===== src/rtl/tdms_pkg.sv =====
package tdms_pkg;

    localparam int unsigned RUN_SECONDS_W = 8;
    localparam int unsigned SELLS_W       = 16;
    localparam int unsigned SOLD_W        = 8;
    localparam int unsigned ELAPSED_W     = 18;
    localparam int unsigned BLINK_W       = 9;
    localparam int unsigned FRAME_W       = 2;
    localparam int unsigned CFG_INDEX_W   = 2;
    localparam int unsigned CFG_DATA_W    = 16;
    localparam int unsigned S_TDATA_W     = 16;
    localparam int unsigned M_TDATA_W     = 8;

    localparam logic [ELAPSED_W-1:0] MS_PER_SECOND = ELAPSED_W'(1000);
    localparam logic [ELAPSED_W-1:0] FIRST_RUN_EXTRA_MS = ELAPSED_W'(500);
    localparam logic [ELAPSED_W-1:0] FORWARD_END_EXTRA_MS = ELAPSED_W'(3500);
    localparam logic [ELAPSED_W-1:0] ELAPSED_MAX = {ELAPSED_W{1'b1}};
    localparam logic [BLINK_W-1:0]   BLINK_MS = BLINK_W'(500);

    localparam logic [CFG_INDEX_W-1:0] CFG_RUN_SECONDS       = CFG_INDEX_W'(0);
    localparam logic [CFG_INDEX_W-1:0] CFG_SELLS_PER_CYCLE   = CFG_INDEX_W'(1);
    localparam logic [CFG_INDEX_W-1:0] CFG_SELLS_UNTIL_EMPTY = CFG_INDEX_W'(2);

    localparam logic [FRAME_W-1:0] FRAME_NONE   = FRAME_W'(0);
    localparam logic [FRAME_W-1:0] FRAME_ERROR  = FRAME_W'(1);
    localparam logic [FRAME_W-1:0] FRAME_RESUME = FRAME_W'(2);

endpackage


===== src/rtl/timed_dispense_motor_sequencer_core.sv =====
// Each input item is one millisecond tick; the block answers every tick with
// exactly one result item holding the motor, relay, LED, acceptor-disable,
// frame request, stop-selling and fault outputs after that tick. An accepted
// item passes through an input register and its result lands in an output
// register, and a new item is taken in every cycle as long as the result
// side keeps up. All sequencer state is updated by a single pass of counters
// and compares per item.
// The user writes configuration via cfg_wr_en, cfg_index and cfg_wr_data
// only while no item is in flight; the block does not enforce this. Index
// 0 is run_seconds, 1 sells_per_cycle, 2 sells_until_empty; others ignored.
module timed_dispense_motor_sequencer_core (
    input  logic                                aclk,
    input  logic                                aresetn,
    input  logic                                cfg_wr_en,
    input  logic [tdms_pkg::CFG_INDEX_W-1:0]    cfg_index,
    input  logic [tdms_pkg::CFG_DATA_W-1:0]     cfg_wr_data,
    input  logic                                s_tvalid,
    output logic                                s_tready,
    // sold[7:0], clear_empty, stock_empty, fault_set, fault_clear, zero fill.
    input  logic [tdms_pkg::S_TDATA_W-1:0]      s_tdata,
    output logic                                m_tvalid,
    input  logic                                m_tready,
    // motor_on, reverse_relay, led_on, acceptor_disable, frame_request[1:0],
    // stop_selling, fault.
    output logic [tdms_pkg::M_TDATA_W-1:0]      m_tdata
);
    import tdms_pkg::*;

    typedef enum logic [2:0] {
        PH_START    = 3'd0,
        PH_REVERSE  = 3'd1,
        PH_STOPPED  = 3'd2,
        PH_FORWARD  = 3'd3,
        PH_IDLE     = 3'd4
    } phase_t;

    logic [RUN_SECONDS_W-1:0] run_seconds_reg;
    logic [SELLS_W-1:0]       sells_per_cycle_reg;
    logic [SELLS_W-1:0]       sells_until_empty_reg;

    logic                     in_valid_reg;
    logic [S_TDATA_W-1:0]     in_data_reg;
    logic                     out_valid_reg;
    logic [M_TDATA_W-1:0]     out_data_reg, out_data_next;

    phase_t                   phase_reg, phase_next;
    logic [ELAPSED_W-1:0]     elapsed_reg, elapsed_next;
    logic [SELLS_W-1:0]       sale_count_reg, sale_count_next;
    logic [SELLS_W-1:0]       empty_count_reg, empty_count_next;
    logic                     stop_reg, stop_next;
    logic                     reported_reg, reported_next;
    logic                     fault_reg, fault_next;
    logic [BLINK_W-1:0]       blink_reg, blink_next;
    logic                     led_reg, led_next;
    logic                     motor_reg, motor_next;
    logic                     relay_reg, relay_next;

    logic                     advance;
    logic [SOLD_W-1:0]        sold;
    logic                     clear_empty, stock_empty, fault_set, fault_clear;
    logic [SELLS_W:0]         sale_sum, empty_sum;
    logic [SELLS_W-1:0]       empty_base;
    logic                     fault_mid;
    logic [ELAPSED_W-1:0]     run_ms, limit1, limit3;
    logic [FRAME_W-1:0]       frame;

    assign advance  = in_valid_reg && (!out_valid_reg || m_tready);
    assign s_tready = aresetn && (!in_valid_reg || advance);
    assign m_tvalid = out_valid_reg;
    assign m_tdata  = out_data_reg;

    assign sold        = in_data_reg[SOLD_W-1:0];
    assign clear_empty = in_data_reg[SOLD_W];
    assign stock_empty = in_data_reg[SOLD_W+1];
    assign fault_set   = in_data_reg[SOLD_W+2];
    assign fault_clear = in_data_reg[SOLD_W+3];

    assign run_ms = ELAPSED_W'(run_seconds_reg) * MS_PER_SECOND;
    assign limit1 = run_ms + FIRST_RUN_EXTRA_MS;
    assign limit3 = run_ms + FORWARD_END_EXTRA_MS;

    always_comb begin
        phase_next       = phase_reg;
        elapsed_next     = elapsed_reg;
        sale_count_next  = sale_count_reg;
        stop_next        = stop_reg;
        blink_next       = blink_reg;
        led_next         = led_reg;
        motor_next       = motor_reg;
        relay_next       = relay_reg;
        reported_next    = reported_reg;
        frame            = FRAME_NONE;

        if (fault_set) begin
            fault_mid = 1'b1;
        end else if (fault_clear) begin
            fault_mid = 1'b0;
        end else begin
            fault_mid = fault_reg;
        end

        if (clear_empty) begin
            stop_next  = 1'b0;
            empty_base = '0;
        end else begin
            empty_base = empty_count_reg;
        end
        empty_count_next = empty_base;

        sale_sum  = {1'b0, sale_count_reg} + (SELLS_W+1)'(sold);
        empty_sum = {1'b0, empty_base} + (SELLS_W+1)'(sold);

        if (sold != '0) begin
            if (sale_sum < {1'b0, sells_per_cycle_reg}) begin
                sale_count_next = sale_sum[SELLS_W-1:0];
            end else begin
                sale_count_next = '0;
                phase_next      = PH_START;
            end
            if (empty_sum < {1'b0, sells_until_empty_reg}) begin
                empty_count_next = empty_sum[SELLS_W-1:0];
                stop_next        = 1'b0;
            end else begin
                empty_count_next = sells_until_empty_reg;
                stop_next        = 1'b1;
            end
        end

        if (blink_reg < BLINK_MS) begin
            blink_next = blink_reg + BLINK_W'(1);
        end
        if (fault_mid) begin
            if (blink_next >= BLINK_MS) begin
                led_next   = !led_reg;
                blink_next = '0;
            end
        end else begin
            led_next = 1'b1;
        end

        if (phase_next != PH_START && elapsed_reg < ELAPSED_MAX) begin
            elapsed_next = elapsed_reg + ELAPSED_W'(1);
        end
        case (phase_next)
            PH_START: begin
                relay_next   = 1'b1;
                motor_next   = 1'b1;
                elapsed_next = '0;
                phase_next   = PH_REVERSE;
            end
            PH_REVERSE: begin
                if (elapsed_next >= limit1) begin
                    motor_next = 1'b0;
                    relay_next = 1'b0;
                    phase_next = PH_STOPPED;
                end
            end
            PH_STOPPED: begin
                if (elapsed_next >= limit1) begin
                    relay_next = 1'b0;
                    motor_next = 1'b1;
                    phase_next = PH_FORWARD;
                end
            end
            PH_FORWARD: begin
                if (elapsed_next >= limit3) begin
                    motor_next = 1'b0;
                    relay_next = 1'b1;
                    phase_next = PH_IDLE;
                end
            end
            default: begin
            end
        endcase

        if (reported_reg != stop_next) begin
            frame         = stop_next ? FRAME_ERROR : FRAME_RESUME;
            reported_next = stop_next;
        end

        fault_next = fault_mid || (stock_empty && stop_next);

        out_data_next = {fault_next, stop_next, frame, fault_mid,
                         led_next, relay_next, motor_next};
    end

    always_ff @(posedge aclk) begin
        if (!aresetn) begin
            run_seconds_reg       <= '0;
            sells_per_cycle_reg   <= '0;
            sells_until_empty_reg <= '0;
            in_valid_reg          <= 1'b0;
            out_valid_reg         <= 1'b0;
            phase_reg             <= PH_START;
            elapsed_reg           <= '0;
            sale_count_reg        <= '0;
            empty_count_reg       <= '0;
            stop_reg              <= 1'b0;
            reported_reg          <= 1'b0;
            fault_reg             <= 1'b0;
            blink_reg             <= '0;
            led_reg               <= 1'b0;
            motor_reg             <= 1'b0;
            relay_reg             <= 1'b0;
        end else begin
            if (cfg_wr_en) begin
                case (cfg_index)
                    CFG_RUN_SECONDS:       run_seconds_reg <= cfg_wr_data[RUN_SECONDS_W-1:0];
                    CFG_SELLS_PER_CYCLE:   sells_per_cycle_reg <= cfg_wr_data[SELLS_W-1:0];
                    CFG_SELLS_UNTIL_EMPTY: sells_until_empty_reg <= cfg_wr_data[SELLS_W-1:0];
                    default: begin
                    end
                endcase
            end
            if (s_tready) begin
                in_valid_reg <= s_tvalid;
            end
            if (advance) begin
                out_valid_reg   <= 1'b1;
                phase_reg       <= phase_next;
                elapsed_reg     <= elapsed_next;
                sale_count_reg  <= sale_count_next;
                empty_count_reg <= empty_count_next;
                stop_reg        <= stop_next;
                reported_reg    <= reported_next;
                fault_reg       <= fault_next;
                blink_reg       <= blink_next;
                led_reg         <= led_next;
                motor_reg       <= motor_next;
                relay_reg       <= relay_next;
            end else if (m_tready) begin
                out_valid_reg <= 1'b0;
            end
        end
    end

    always_ff @(posedge aclk) begin
        if (s_tready && s_tvalid) begin
            in_data_reg <= s_tdata;
        end
        if (advance) begin
            out_data_reg <= out_data_next;
        end
    end

endmodule


===== config.mk =====
export PLATFORM = sky130hd
export DESIGN_NAME = timed_dispense_motor_sequencer_core
export DESIGN_NICKNAME = d
export VERILOG_FILES = /design/src/rtl/tdms_pkg.sv /design/src/rtl/timed_dispense_motor_sequencer_core.sv
export SDC_FILE = /design/constraint.sdc
export NUM_CORES = 1
export LEC_CHECK = 0
export BUFFER_PORTS_ARGS = -buffer_cell sky130_fd_sc_hd__clkbuf_2
export CORE_MARGIN = 8
export CORE_UTILIZATION = 47
export DETAILED_ROUTE_END_ITERATION = 8
export HOLD_SLACK_MARGIN = 0.05
export SYNTH_ARGS = -nofsm -noshare
export SYNTH_HDL_FRONTEND = slang
export SYNTH_SLANG_ARGS = --single-unit

===== constraint.sdc =====
create_clock -name aclk -period 8.6 [get_ports aclk]
set_clock_uncertainty 0.15 [all_clocks]
set_input_delay 0.86 -clock aclk [delete_from_list [all_inputs] [get_ports aclk]]
set_output_delay 0.86 -clock aclk [all_outputs]
set_load 0.02 [all_outputs]

After elaboration in Yosys (flattened, before gate mapping)

Index checks and enable logic that the tools add are counted.

Register bits after elaboration: 130
Input bits: 39
Output and inout port bits: 10
Word-level logic and storage cells: 93

$add $sub $neg: 6
Multipliers: 1
Order comparisons: 7
Eq/ne operators: 6
Mux-type cells: 32
Reductions and logical operators: 22

Operators with widths:

| operator                                                             | number |
|---|---|
| 16-bit 2-to-1 mux                                                    | 4 |
| 18-bit >= comparator                                                 | 2 |
| 18-bit 2-to-1 mux                                                    | 2 |
| 16-bit by 8-bit adder with 17-bit output                             | 2 |
| 17-bit by 16-bit less-than comparator with 1-bit output              | 2 |
| 9-bit 2-to-1 mux                                                     | 3 |
| 18-bit by 1-bit adder with 18-bit output (second input constant)     | 1 |
| 18-bit by 12-bit adder with 18-bit output (second input constant)    | 1 |
| 18-bit by 9-bit adder with 18-bit output (second input constant)     | 1 |
| 18-bit less-than comparator (second input constant)                  | 1 |
| 8-bit by 7-bit multiplier with 15-bit output (second input constant) | 1 |
| 3-bit 2-to-1 mux                                                     | 5 |
| 1-bit 2-to-1 mux                                                     | 14 |
| 3-bit case mux with 4 select lines                                   | 1 |
| 2-bit AND reduction                                                  | 5 |
| 9-bit by 1-bit adder with 9-bit output (second input constant)       | 1 |
| 9-bit >= comparator (second input constant)                          | 1 |
| 9-bit less-than comparator (second input constant)                   | 1 |
| 8-bit nonzero test                                                   | 1 |
| 3-bit by 2-bit == test with 1-bit output (second input constant)     | 2 |
| 1-bit logical AND                                                    | 5 |
| 1-bit case mux with 4 select lines                                   | 1 |
| 3-bit by 1-bit == test with 1-bit output (second input constant)     | 1 |
| 1-bit zero test                                                      | 3 |
| other kinds (11)                                                     | 13 |

Longest topological paths before layout

Gate-level depths: netlist of the first run.

Depth after elaboration: 10
Gate-level depth with buffers: 31
Depth with buffers taken out: 30

Worst setup path after synthesis of the first run

No wires, ideal clock.

Path kind: register -> register
Start: reg run_seconds_reg[1]
End: reg motor_reg
Library setup time: 122 ps
Data arrival time: 6218 ps
Data required time: 8328 ps
Path slack: 2110 ps
Cell stages (with the launch flop): 27
Path buffers: 0
Clock period less this slack: 6490 ps
Path through: dfxtp_1 -> inv_1 -> fa_1 -> fa_1 -> inv_1 -> fa_1 -> inv_1 -> fa_1 -> inv_1 -> ha_1 -> o21ai_0 -> a21boi_0 -> o21ai_0 -> nor2b_1 -> xnor2_1 -> o31a_1 -> inv_1 -> or3_1 -> xor2_1 -> ha_1 -> nand4_1 -> a211oi_1 -> a221oi_1 -> nand2_1 -> a31oi_1 -> o31a_1 -> o311a_1

Word-level cells in the longest chain between the ends: 5
Elaborated cells between the ends (all ways): 9
Classes of those cells: 2 x add/sub; 1 x mul; 2 x order compare; 4 x mux

Ends and longest elaborated chain:

| what                                                                                                         | line                                                                                                                               | text |
|---|---|---|
| start: declaration                                                                                           | timed_dispense_motor_sequencer_core.sv:37                                                                                          | `logic [RUN_SECONDS_W-1:0] run_seconds_reg;` |
| start signal: assignment                                                                                     | timed_dispense_motor_sequencer_core.sv:208                                                                                         | `CFG_RUN_SECONDS: run_seconds_reg <= cfg_wr_data[RUN_SECONDS_W-1:0];` |
| 8-bit by 7-bit multiplier with 15-bit output (*)                                                             | timed_dispense_motor_sequencer_core.sv:78                                                                                          | `assign run_ms = ELAPSED_W'(run_seconds_reg) * MS_PER_SECOND;` |
| 18-bit by 12-bit adder with 18-bit output / 18-bit by 9-bit adder with 18-bit output (equally long branches) | timed_dispense_motor_sequencer_core.sv:80, timed_dispense_motor_sequencer_core.sv:79                                               |  |
| 18-bit >= comparator (on tied branches)                                                                      | timed_dispense_motor_sequencer_core.sv:166, timed_dispense_motor_sequencer_core.sv:152, timed_dispense_motor_sequencer_core.sv:159 |  |
| 1-bit 2-to-1 mux (on tied branches)                                                                          | timed_dispense_motor_sequencer_core.sv:166, timed_dispense_motor_sequencer_core.sv:152, timed_dispense_motor_sequencer_core.sv:159 |  |
| 1-bit case mux with 4 select lines (*)                                                                       | timed_dispense_motor_sequencer_core.sv:144                                                                                         | `case (phase_next)` |
| end signal: assignment                                                                                       | timed_dispense_motor_sequencer_core.sv:229                                                                                         | `motor_reg <= motor_next;` |
| end: declaration                                                                                             | timed_dispense_motor_sequencer_core.sv:55                                                                                          | `logic motor_reg, motor_next;` |

Every way passes the cells marked *; elsewhere a longest branch is shown, timed or not.
A chain may end at the register's enable or synchronous reset.

Worst setup path after layout of the first run

Start: reg in_data_reg[1]
End: reg out_data_reg[0], in the netlist m_tdata[0] (data pin)

Word-level cells in the longest chain between the ends: 10
Elaborated cells between the ends (all ways): 18
Classes of those cells: 1 x add/sub; 3 x order compare; 3 x eq/ne; 7 x mux; 4 x reduce/logical

Ends and longest elaborated chain:

| what                                                    | line                                                                                                                               | text |
|---|---|---|
| start: declaration                                      | timed_dispense_motor_sequencer_core.sv:42                                                                                          | `logic [S_TDATA_W-1:0] in_data_reg;` |
| start signal: assignment                                | timed_dispense_motor_sequencer_core.sv:239                                                                                         | `in_data_reg <= s_tdata;` |
| 16-bit by 8-bit adder with 17-bit output                | timed_dispense_motor_sequencer_core.sv:110                                                                                         | `sale_sum = {1'b0, sale_count_reg} + (SELLS_W+1)'(sold);` |
| 17-bit by 16-bit less-than comparator with 1-bit output | timed_dispense_motor_sequencer_core.sv:114                                                                                         | `if (sale_sum < {1'b0, sells_per_cycle_reg}) begin` |
| 3-bit 2-to-1 mux                                        | timed_dispense_motor_sequencer_core.sv:114                                                                                         |  |
| 3-bit 2-to-1 mux (*)                                    | timed_dispense_motor_sequencer_core.sv:113                                                                                         | `if (sold != '0) begin` |
| 3-bit nonzero test                                      | timed_dispense_motor_sequencer_core.sv:141                                                                                         | `if (phase_next != PH_START && elapsed_reg < ELAPSED_MAX) begin` |
| 1-bit logical AND                                       | timed_dispense_motor_sequencer_core.sv:141                                                                                         |  |
| 18-bit 2-to-1 mux                                       | timed_dispense_motor_sequencer_core.sv:141                                                                                         |  |
| 18-bit >= comparator (on tied branches)                 | timed_dispense_motor_sequencer_core.sv:166, timed_dispense_motor_sequencer_core.sv:152, timed_dispense_motor_sequencer_core.sv:159 |  |
| 1-bit 2-to-1 mux (on tied branches)                     | timed_dispense_motor_sequencer_core.sv:166, timed_dispense_motor_sequencer_core.sv:152, timed_dispense_motor_sequencer_core.sv:159 |  |
| 1-bit case mux with 4 select lines (*)                  | timed_dispense_motor_sequencer_core.sv:144                                                                                         |  |
| named net motor_next                                    | timed_dispense_motor_sequencer_core.sv:55                                                                                          |  |
| end signal: assignment                                  | timed_dispense_motor_sequencer_core.sv:242                                                                                         | `out_data_reg <= out_data_next;` |
| end: declaration                                        | timed_dispense_motor_sequencer_core.sv:44                                                                                          | `logic [M_TDATA_W-1:0] out_data_reg, out_data_next;` |

The timed path passes the listed nets; every way through them passes the cells marked *.

==> results of run 1 <==
==> cells in the mapped netlist (14+ instances only) <==
cell type	instances
xnor2_1	50
and3_1	21
nor2_1	51
o21ai_0	63
a21o_1	22
nor3_1	23
inv_1	99
nand2_1	146
fa_1	24
nand2b_1	14
mux2i_1	18
nor2b_1	56
nand3_1	33
dfxtp_1	110
edfxtp_1	20
xor2_1	30
a21oi_1	79
a21boi_0	41
ha_1	116
clkbuf_1	38
==> metrics by stage <==
| stage | power [mW] | area (um2) | utilization [%] |
|---|---|---|---|
| after floorplan | 0.952 | 9940 | - |
| after global placement | 1.05 | 10400 | 49.8 |
| after detailed placement | 1.05 | 10400 | 49.8 |
| after CTS | 1.73 | 11000 | 52.5 |
| after global routing | 1.81 | 11000 | 52.5 |
| final | 1.71 | 11000 | 52.5 |
==> cells by family after synthesis <==
kind of cell,Yosys count
compound gates,280
xor+xnor,80
fa+ha+maj,140
buf+inv,140
flops,130
mux,18
simple gates,403
==> power by group through the flow <==
stage	clock, mW	sequential [mW]	combinational (mW)
finish	0.677	0.657	0.379
global route	0.718	0.660	0.431
CTS	0.691	0.657	0.383
detailed placement	0	0.671	0.381
global placement	0	0.670	0.377
floorplan	0	0.668	0.284
==> worst min path at each step <==
| stage | slack [ns] | to | depth (start not counted) | start |
|---|---|---|---|---|
| after global routing | 0.32 | empty_count_reg[1]$_SDFFE_PN0P_ | 2 | empty_count_reg[1]$_SDFFE_PN0P_ |
| after floorplan | 0.27 | empty_count_reg[0]$_SDFFE_PN0P_ | 2 | empty_count_reg[0]$_SDFFE_PN0P_ |
| after detailed placement | 0.29 | empty_count_reg[1]$_SDFFE_PN0P_ | 2 | empty_count_reg[1]$_SDFFE_PN0P_ |
| after CTS | 0.30 | empty_count_reg[1]$_SDFFE_PN0P_ | 2 | empty_count_reg[1]$_SDFFE_PN0P_ |
| after global placement | 0.28 | empty_count_reg[7]$_SDFFE_PN0P_ | 2 | empty_count_reg[7]$_SDFFE_PN0P_ |
| final | 0.29 | empty_count_reg[6]$_SDFFE_PN0P_ | 2 | empty_count_reg[6]$_SDFFE_PN0P_ |
==> worst max-delay path: cells and delay by family, from the launching register on <==
kind | cells | cell delay, ns
AOI/OAI and AO/OA | 19 | 4.38
and+or+nand+nor | 4 | 0.79
adders and majority gates | 3 | 0.92
DFF | 1 | 0.50
xor gates and xnor gates | 2 | 0.41
==> layer usage <==
layer  share of wire [%]  vias up
met5                   0        -
met1                  48     3744
met2                  48      103
met3                 2.7       17
li1                    -     4204
met4                 1.1        0
==> area by class of cell <==
cell class                      count  share of cell area [%]
Clock buffer                       17                    3.88
Inverter                           99                    3.39
Tap cell                          275                    3.14
Multi-Input combinational cell    921                    60.3
Timing Repair Buffer               52                    2.56
Sequential cell                   130                    25.6
Clock inverter                     15                    1.13
==> results.cfg, run 1 <==
[placed_design]
dp_cells = 1477
place_ws_ns = 1.22
port_buffers = 44
globalplace.congestion = 0.823
dp_hpwl_um = 16900

[setup_path]
cp-start-kind = flip-flop
path_class = flip-flop to flip-flop
rr_worst_depth = 28
worstReg2RegEnd = m_tdata[0]$_DFFE_PP_
cpMostUsedCell = o21ai_0
critPathCapture = m_tdata[0]$_DFFE_PP_
r2r-start = in_data_reg[1]$_DFFE_PP_
cp.arrival_ns = 7.42
slowest_delay_ns = 0.78
critPathRequiredTime_ns = 8.61
crit_path_max_fanout = 13
r2r_slack_ns = 1.19
setup.worst_path.end_class = flip-flop
slowest_stage = a2111oi_2
critical_path.startpoint = in_data_reg[1]$_DFFE_PP_

[clock_tree]
tritoncts = built
numCtsBuffers = 17
ctsHoldBuffers = 0
cts.sinks = 130
htreeDepth = 4
cts.clk_slew.worst_paths_ns = 0.06
cts_resized = 0
clock_latency_ns = 0.43
clockBufferDepth = 2
clock-root-buffer = clkbuf_16
post-cts-setup-buffer-count = 0

[synth]
synth_top_family_by_area = simple AND/OR/NAND/NOR gates
yosysSeqAreaShare_pct = 28.2
async_flop_share_pct = 0
synth_ff_type = dfxtp_1
synth.avg_cell_area_um2 = 8.34
synth_compound_area_share_pct = 18.1
muxShareOfSynthArea_pct = 1.81
synthAdderAreaFrac_pct = 19.4
synth_fp_nets = 1370
synth_cell_types = 62
netlist_instances = 1191
ys_top_cells_by_area = dfxtp_1, ha_1, edfxtp_1, nand2_1, fa_1
ys_seq_elements = 130
yosys_warnings = 0
synthSimpleGateAreaFrac_pct = 20.1
syn_area_um2 = 9940
yosysTopAreaCell = dfxtp_1
synth_xor_area_share_pct = 7.05
synth_top_area_share_pct = 22.2
synth-edff-count = 20

[routing]
vias = 8068
drtIter0Drc = 402
drt-pass1-iter-count = 5
drc = 0
wl_per_cell_um = 14.9
ant_nets = 0
routed_wl_um = 22500
vias_per_cell = 5.35

[sta]
finalCriticalPeriod_ns = 7.41
holdWs_ns = 0.294
hold_viol = 0
setup_ws_ns = 1.19
period_share_pct = 86.2
fin_tns_setup_ns = 0
rsz0062_at_grt = no
setup_viol = 0
slew_headroom_pct = 40.5
maxSlewViolCount = 0
tightest_slew_ns = 0.892
max_freq_mhz = 135

[power]
p_clk_share_pct = 39.5
power_density_nw_per_um2 = 156
peakVddDrop_v = 0.000133
p_leak_nw = 4.61
internal_power_mw = 1.17
netSwitchingFraction_pct = 31.6
seqPwrFrac_pct = 38.4
p_switching_mw = 0.541
combPwrFrac_pct = 22.1

[die]
pin_count = 49
die_y_um = 161
initial_utilization_pct = 47.6
row_count = 53
coreArea_um2 = 20900
chipWidth_um = 161
die-area_um2 = 26000

[cells_and_area]
multi_input_area_um2 = 6610
antenna_cells = 0
layout_common_cells = nand2_1, ha_1, dfxtp_1
nets = 1400
layout.cells.most_common = nand2_1
drive_gt1_share_pct = 7.54
final_cells = 1509
synthToLayoutAreaGrowth_pct = 10.3
largest_reg_flops = 18
nFillCells = 2029
regArea_um2 = 2800

[job]
maxCapViolCount = 0

[global_routing]
use_met1_pct = 22.2
top_usage_layer = met2
grt_pass1_vias = 7941
grtUsageMet2_pct = 30.8
grt_pass1_wl_um = 37900
use_met3_pct = 2.93
antenna_found_initial = 0
grt_max_degree = 99
grt-ovfl-total = 0
track_usage_pct = 17.6

[outcome]
status = finished, final reports clean

[worst_hold_path]
hold_class = flip-flop to flip-flop
Note: power is estimated with default switching activity, not from simulation.
==> inputs of run 2 (changes only) <==
- BUFFER_PORTS_ARGS: -buffer_cell sky130_fd_sc_hd__clkbuf_2 -> default
- DONT_BUFFER_PORTS: default -> 1
==> run 2 against run 1 <==
Compared with the run above: global-route usage down 0.12 points; largest power group unchanged; largest cell class unchanged; first-iteration DRC count shrank 9.0%; count of clock-buffer cells in the layout up 2; sequential share of layout area is 0.37 points higher; clock power increased by 11%; core utilization shrank 0.75 points; critical path type unchanged; register-to-register slack better by 0.11 ns.
==> results.cfg, run 2 (synthesized netlist as in run 1, its figures left out) <==
[routing]
vias_per_cell = 5.38
drtIter0Drc = 366
wl_per_cell_um = 15.2
ant_nets = 0
routed_wl_um = 22300
vias = 7889
drt-pass1-iter-count = 7
drc = 0

[cells_and_area]
nets = 1357
regArea_um2 = 2800
largest_reg_flops = 18
drive_gt1_share_pct = 4.20
stdcell_area_um2 = 10800
layout_common_cells = nand2_1, ha_1, dfxtp_1
final_core_util_pct = 51.7
nFillCells = 2018
multi_input_area_um2 = 6610
final_cells = 1466
antenna_cells = 0
layout.cells.most_common = nand2_1
synthToLayoutAreaGrowth_pct = 8.70

[sta]
slew_headroom_pct = 46.7
maxSlewViolCount = 0
finalCriticalPeriod_ns = 7.30
max_freq_mhz = 137
setup_viol = 0
hold_viol = 0
fin_tns_setup_ns = 0
setup_ws_ns = 1.30
rsz0062_at_grt = no
tightest_slew_ns = 0.797
holdWs_ns = 0.297
period_share_pct = 84.9

[die]
die-area_um2 = 26000
die_y_um = 161
row_count = 53
chipWidth_um = 161
initial_utilization_pct = 47.6
coreArea_um2 = 20900
pin_count = 49

[placed_design]
port_buffers = 0
globalplace.congestion = 0.820
dp_cells = 1434
dp_hpwl_um = 16800
postPlaceCellArea_um2 = 10200
place_ws_ns = 1.31

[global_routing]
grt_pass1_wl_um = 37300
grt-ovfl-total = 0
track_usage_pct = 17.5
antenna_found_initial = 2
grt_max_degree = 99
grt_pass1_vias = 7577

[setup_path]
cp.arrival_ns = 7.40
crit_path_max_fanout = 7
cpMostUsedCell = inv_1
r2r_slack_ns = 1.30
path_class = flip-flop to flip-flop
slowest_delay_ns = 0.53
critPathRequiredTime_ns = 8.69
slowest_stage = fa_1
setup.worst_path.end_class = flip-flop
cp-start-kind = flip-flop

[clock_tree]
cts.clk_slew.worst_paths_ns = 0.06
clockBufferDepth = 2
cts_resized = 0
post-cts-setup-buffer-count = 0
ctsHoldBuffers = 0
cts.sinks = 130
numCtsBuffers = 17
clock_latency_ns = 0.43
tritoncts = built
htreeDepth = 4
clock-root-buffer = clkbuf_16

[outcome]
status = finished, final reports clean

[power]
p_leak_nw = 4.45
internal_power_mw = 1.25
p_switching_mw = 0.519
seqPwrFrac_pct = 37.3
p_clk_share_pct = 42.3
netSwitchingFraction_pct = 29.3
power_mw = 1.77
combPwrFrac_pct = 20.3
power_density_nw_per_um2 = 164
peakVddDrop_v = 0.000156

[worst_hold_path]
hold_class = flip-flop to flip-flop

[job]
maxCapViolCount = 0
==> run 2: layout make-up <==
type                            count  share of cell area [%]
Clock buffer                       19                    4.01
Multi-Input combinational cell    921                    61.2
Inverter                           99                    3.44
Tap cell                          275                    3.19
Timing Repair Buffer                9                   0.626
Clock inverter                     13                    1.59
Sequential cell                   130                    25.9
==> run 2: power by group through the flow <==
stage	combinational, mW	sequential, mW	clock [mW]
finish	0.360	0.662	0.750
global placement	0.359	0.675	0
CTS	0.364	0.662	0.767
detailed placement	0.363	0.675	0
floorplan	0.284	0.668	0
global route	0.412	0.664	0.792
==> run 2: critical path: cells and delay by family, from the launching register on <==
kind                       cells  cell delay, ns
and+or+nand+nor                4            0.73
AOI/OAI and AO/OA              9            2.11
adders and majority gates      6            2.68
DFF                            1            0.43
xor gates and xnor gates       2            0.65
buffers and inverters          5            0.37
==> run 2: path summary, 6_finish.rpt <==
path / end / depth (start not counted) / start
worst min-delay path: empty_count_reg[1]$_SDFFE_PN0P_ / 2 / empty_count_reg[1]$_SDFFE_PN0P_
worst max register to register: m_tdata[0]$_DFFE_PP_ / 26 / run_seconds_reg[1]$_SDFFE_PN0P_
worst min register to register: empty_count_reg[1]$_SDFFE_PN0P_ / 2 / empty_count_reg[1]$_SDFFE_PN0P_
worst max-delay path: m_tdata[0]$_DFFE_PP_ / 26 / run_seconds_reg[1]$_SDFFE_PN0P_
==> run 2: layer usage <==
layer	global-route usage, %	share of wire [%]	up-vias	wire (um)
met5	0	0.10	-	23
met3	3.67	3.0	21	679
met4	4.97	1.4	4	316
met2	30.3	48	75	10700
met1	21.6	47	3662	10500
li1	-	-	4127	-
==> inputs of run 3 (changes only) <==
- ABC_AREA: default -> 1
- clock period: 8.6 -> 6.7 ns (I/O delays scaled with it)
==> run 3 against run 2 <==
Compared with the run above: routed wire length fell by 4.0%; via count fell by 0.62%; synthesized cell count rose by 5.5%; cell area fell by 1.4%; critical path depth rose by 3; clock power rose by 36%; highest routed layer is now met4.
==> results.cfg, run 3 <==
[outcome]
status = finished, final reports clean

[routing]
drtIter0Drc = 322
vias_per_cell = 5.10
routed_wl_um = 21400
ant_nets = 0
drt-pass1-iter-count = 5
wl_per_cell_um = 13.9
vias = 7840
drc = 0

[die]
die-area_um2 = 25200
pin_count = 49
chipWidth_um = 159
coreArea_um2 = 20200
die_y_um = 159
row_count = 52
initial_utilization_pct = 47.6

[clock_tree]
clock-root-buffer = clkbuf_16
ctsHoldBuffers = 0
cts.clk_slew.worst_paths_ns = 0.06
tritoncts = built
numCtsBuffers = 17
clock_latency_ns = 0.42
cts.sinks = 130
htreeDepth = 4
clockBufferDepth = 2

[sta]
holdWs_ns = 0.194
finalCriticalPeriod_ns = 6.18
max_freq_mhz = 162
slew_headroom_pct = 29.2
rsz0062_at_grt = yes
tightest_slew_ns = 1.06
period_share_pct = 92.2
setup_viol = 0
hold_viol = 0
maxSlewViolCount = 0

[synth]
async_flop_share_pct = 0
yosysSeqAreaShare_pct = 29.2
netlist_instances = 1256
yosys_warnings = 0
synth_top_cells_by_count = nand2_1, inv_1, a21oi_1, ha_1, dfxtp_1
ys_top_cells_by_area = dfxtp_1, ha_1, nand2_1, a21oi_1, inv_1
ys_seq_elements = 130
yosysTopAreaCell = dfxtp_1
synth_fp_nets = 1435
synth_top_area_share_pct = 22.9
synth_most_common_cell = nand2_1
synth-edff-count = 20
synth_cell_types = 52
synth_ff_type = dfxtp_1
syn_area_um2 = 9600
synth.avg_cell_area_um2 = 7.64

[global_routing]
grt_max_degree = 57
grt_pass1_wl_um = 35500
antenna_found_initial = 0
track_usage_pct = 16.8
grt-ovfl-total = 0
grt_pass1_vias = 7492

[setup_path]
critPathTopFamily = adder cells
cpMostUsedCell = nand2_1
r2r_slack_ns = 0.52
cp.arrival_ns = 6.17
cp-start-kind = flip-flop
setup.worst_path.end_class = flip-flop
crit_path_max_fanout = 5
slowest_stage = fa_1
slowest_delay_ns = 0.53
path_class = flip-flop to flip-flop
critPathRequiredTime_ns = 6.70
worstPathBufferInverterCount = 4

[power]
peakVddDrop_v = 0.000175
internal_power_mw = 1.74
p_switching_mw = 0.852
power_density_nw_per_um2 = 243
p_leak_nw = 4.86
combPwrFrac_pct = 27.2
seqPwrFrac_pct = 33.4
netSwitchingFraction_pct = 32.9
power_mw = 2.59
p_clk_share_pct = 39.4

[cells_and_area]
nFillCells = 1976
nets = 1432
multi_input_area_um2 = 6070
largest_reg_flops = 18
synthToLayoutAreaGrowth_pct = 11.0
drive_gt1_share_pct = 7.35
antenna_cells = 0
regArea_um2 = 2810
layout_common_cells = nand2_1, inv_1, a21oi_1
layout.cells.most_common = nand2_1

[placed_design]
dp_hpwl_um = 16200
globalplace.congestion = 0.843
port_buffers = 0

[worst_hold_path]
hold_class = input port to flip-flop

[job]
maxCapViolCount = 0
==> run 3: cell count changes after synthesis, moves of 13 or more <==
| cell | before | now |
|---|---|---|
| nand2b_1 | 14 | 0 |
| a21oi_1 | 79 | 169 |
| and3_1 | 21 | 2 |
| a21boi_0 | 41 | 1 |
| nor2_1 | 51 | 74 |
| inv_1 | 99 | 179 |
| xnor2_1 | 50 | 28 |
| a21o_1 | 22 | 3 |
| nor2b_1 | 56 | 0 |
| xor2_1 | 30 | 47 |
| mux2i_1 | 18 | 0 |
| o21ai_0 | 63 | 76 |
| nand2_1 | 146 | 229 |
==> run 3: cell families after synthesis <==
kind of cell             Yosys count  share of synthesized area (%)
AND/OR/NAND/NOR                  391                           17.6
AO/OA/AOI/OAI                    300                           17.4
buffers and inverters            219                           8.62
adder cells (fa/ha/maj)          140                           20.1
flip-flops                       130                           29.2
XOR/XNOR                          76                           7.02
==> run 3: layout make-up <==
class                           count  area share (%)
Tap cell                          270            3.17
Inverter                          182            6.41
Clock inverter                     15            2.07
Clock buffer                       17            3.99
Multi-Input combinational cell    907            57.0
Sequential cell                   130            26.3
Timing Repair Buffer               15            1.06
==> run 3: per-layer routing <==
metal,wire [um],global-route usage [%],vias up
met5,0,0,-
met4,200,4.37,0
met3,744,3.80,13
met2,9780,27.5,88
met1,10600,22.0,3582
li1,-,-,4157
==> run 3: final timing paths <==
kind | startpoint | to | depth (start not counted)
min | s_tdata[5] | in_data_reg[5]$_DFFE_PP_ | 0
max reg2reg | run_seconds_reg[1]$_SDFFE_PN0P_ | m_tdata[0]$_DFFE_PP_ | 29
min reg2reg | sells_per_cycle_reg[0]$_SDFFE_PN0P_ | sells_per_cycle_reg[0]$_SDFFE_PN0P_ | 2
max | run_seconds_reg[1]$_SDFFE_PN0P_ | m_tdata[0]$_DFFE_PP_ | 29
==> run 3: stage by stage <==
| step | setup WS (ns) | TNS [ns] | instance area (um2) | util (%) | std cells |
|---|---|---|---|---|---|
| 2_1_floorplan | 0.775 | 0 | 9600 | - | 1256 |
| 3_3_place_gp | 0.232 | 0 | 9870 | 49.0 | 1500 |
| 3_5_place_dp | 0.144 | 0 | 9870 | 49.0 | 1500 |
| 4_1_cts | 0.122 | 0 | 10500 | 52.2 | 1532 |
| 5_1_grt | -0.0298 | -0.0298 | 10700 | 52.8 | 1536 |
| 6_report | 0.525 | 0 | 10700 | 52.8 | 1536 |
==> run 3: timing repair <==
action,in CTS,in global routing
gates resized for setup,0,24
endpoints found under the setup margin,0,7
endpoints found under the hold margin,0,0
buffers inserted,0,4
==> run 3: worst reg2reg max path, delay by kind of cell, from the launching register on <==
kind                       cells  cell delay [ns]
AOI/OAI and AO/OA              6             0.84
adders and majority gates      6             2.69
xor gates and xnor gates       2             0.31
DFF                            1             0.38
and+or+nand+nor               11             1.30
buffers and inverters          4             0.23
==> run 3: power groups by stage <==
stage	clock, mW	sequential, mW	combinational, mW
3_3_place_gp	0	0.882	0.681
5_1_grt	1.07	0.870	0.821
3_5_place_dp	0	0.882	0.696
2_1_floorplan	0	0.875	0.556
6_report	1.02	0.865	0.705
4_1_cts	1.04	0.865	0.702
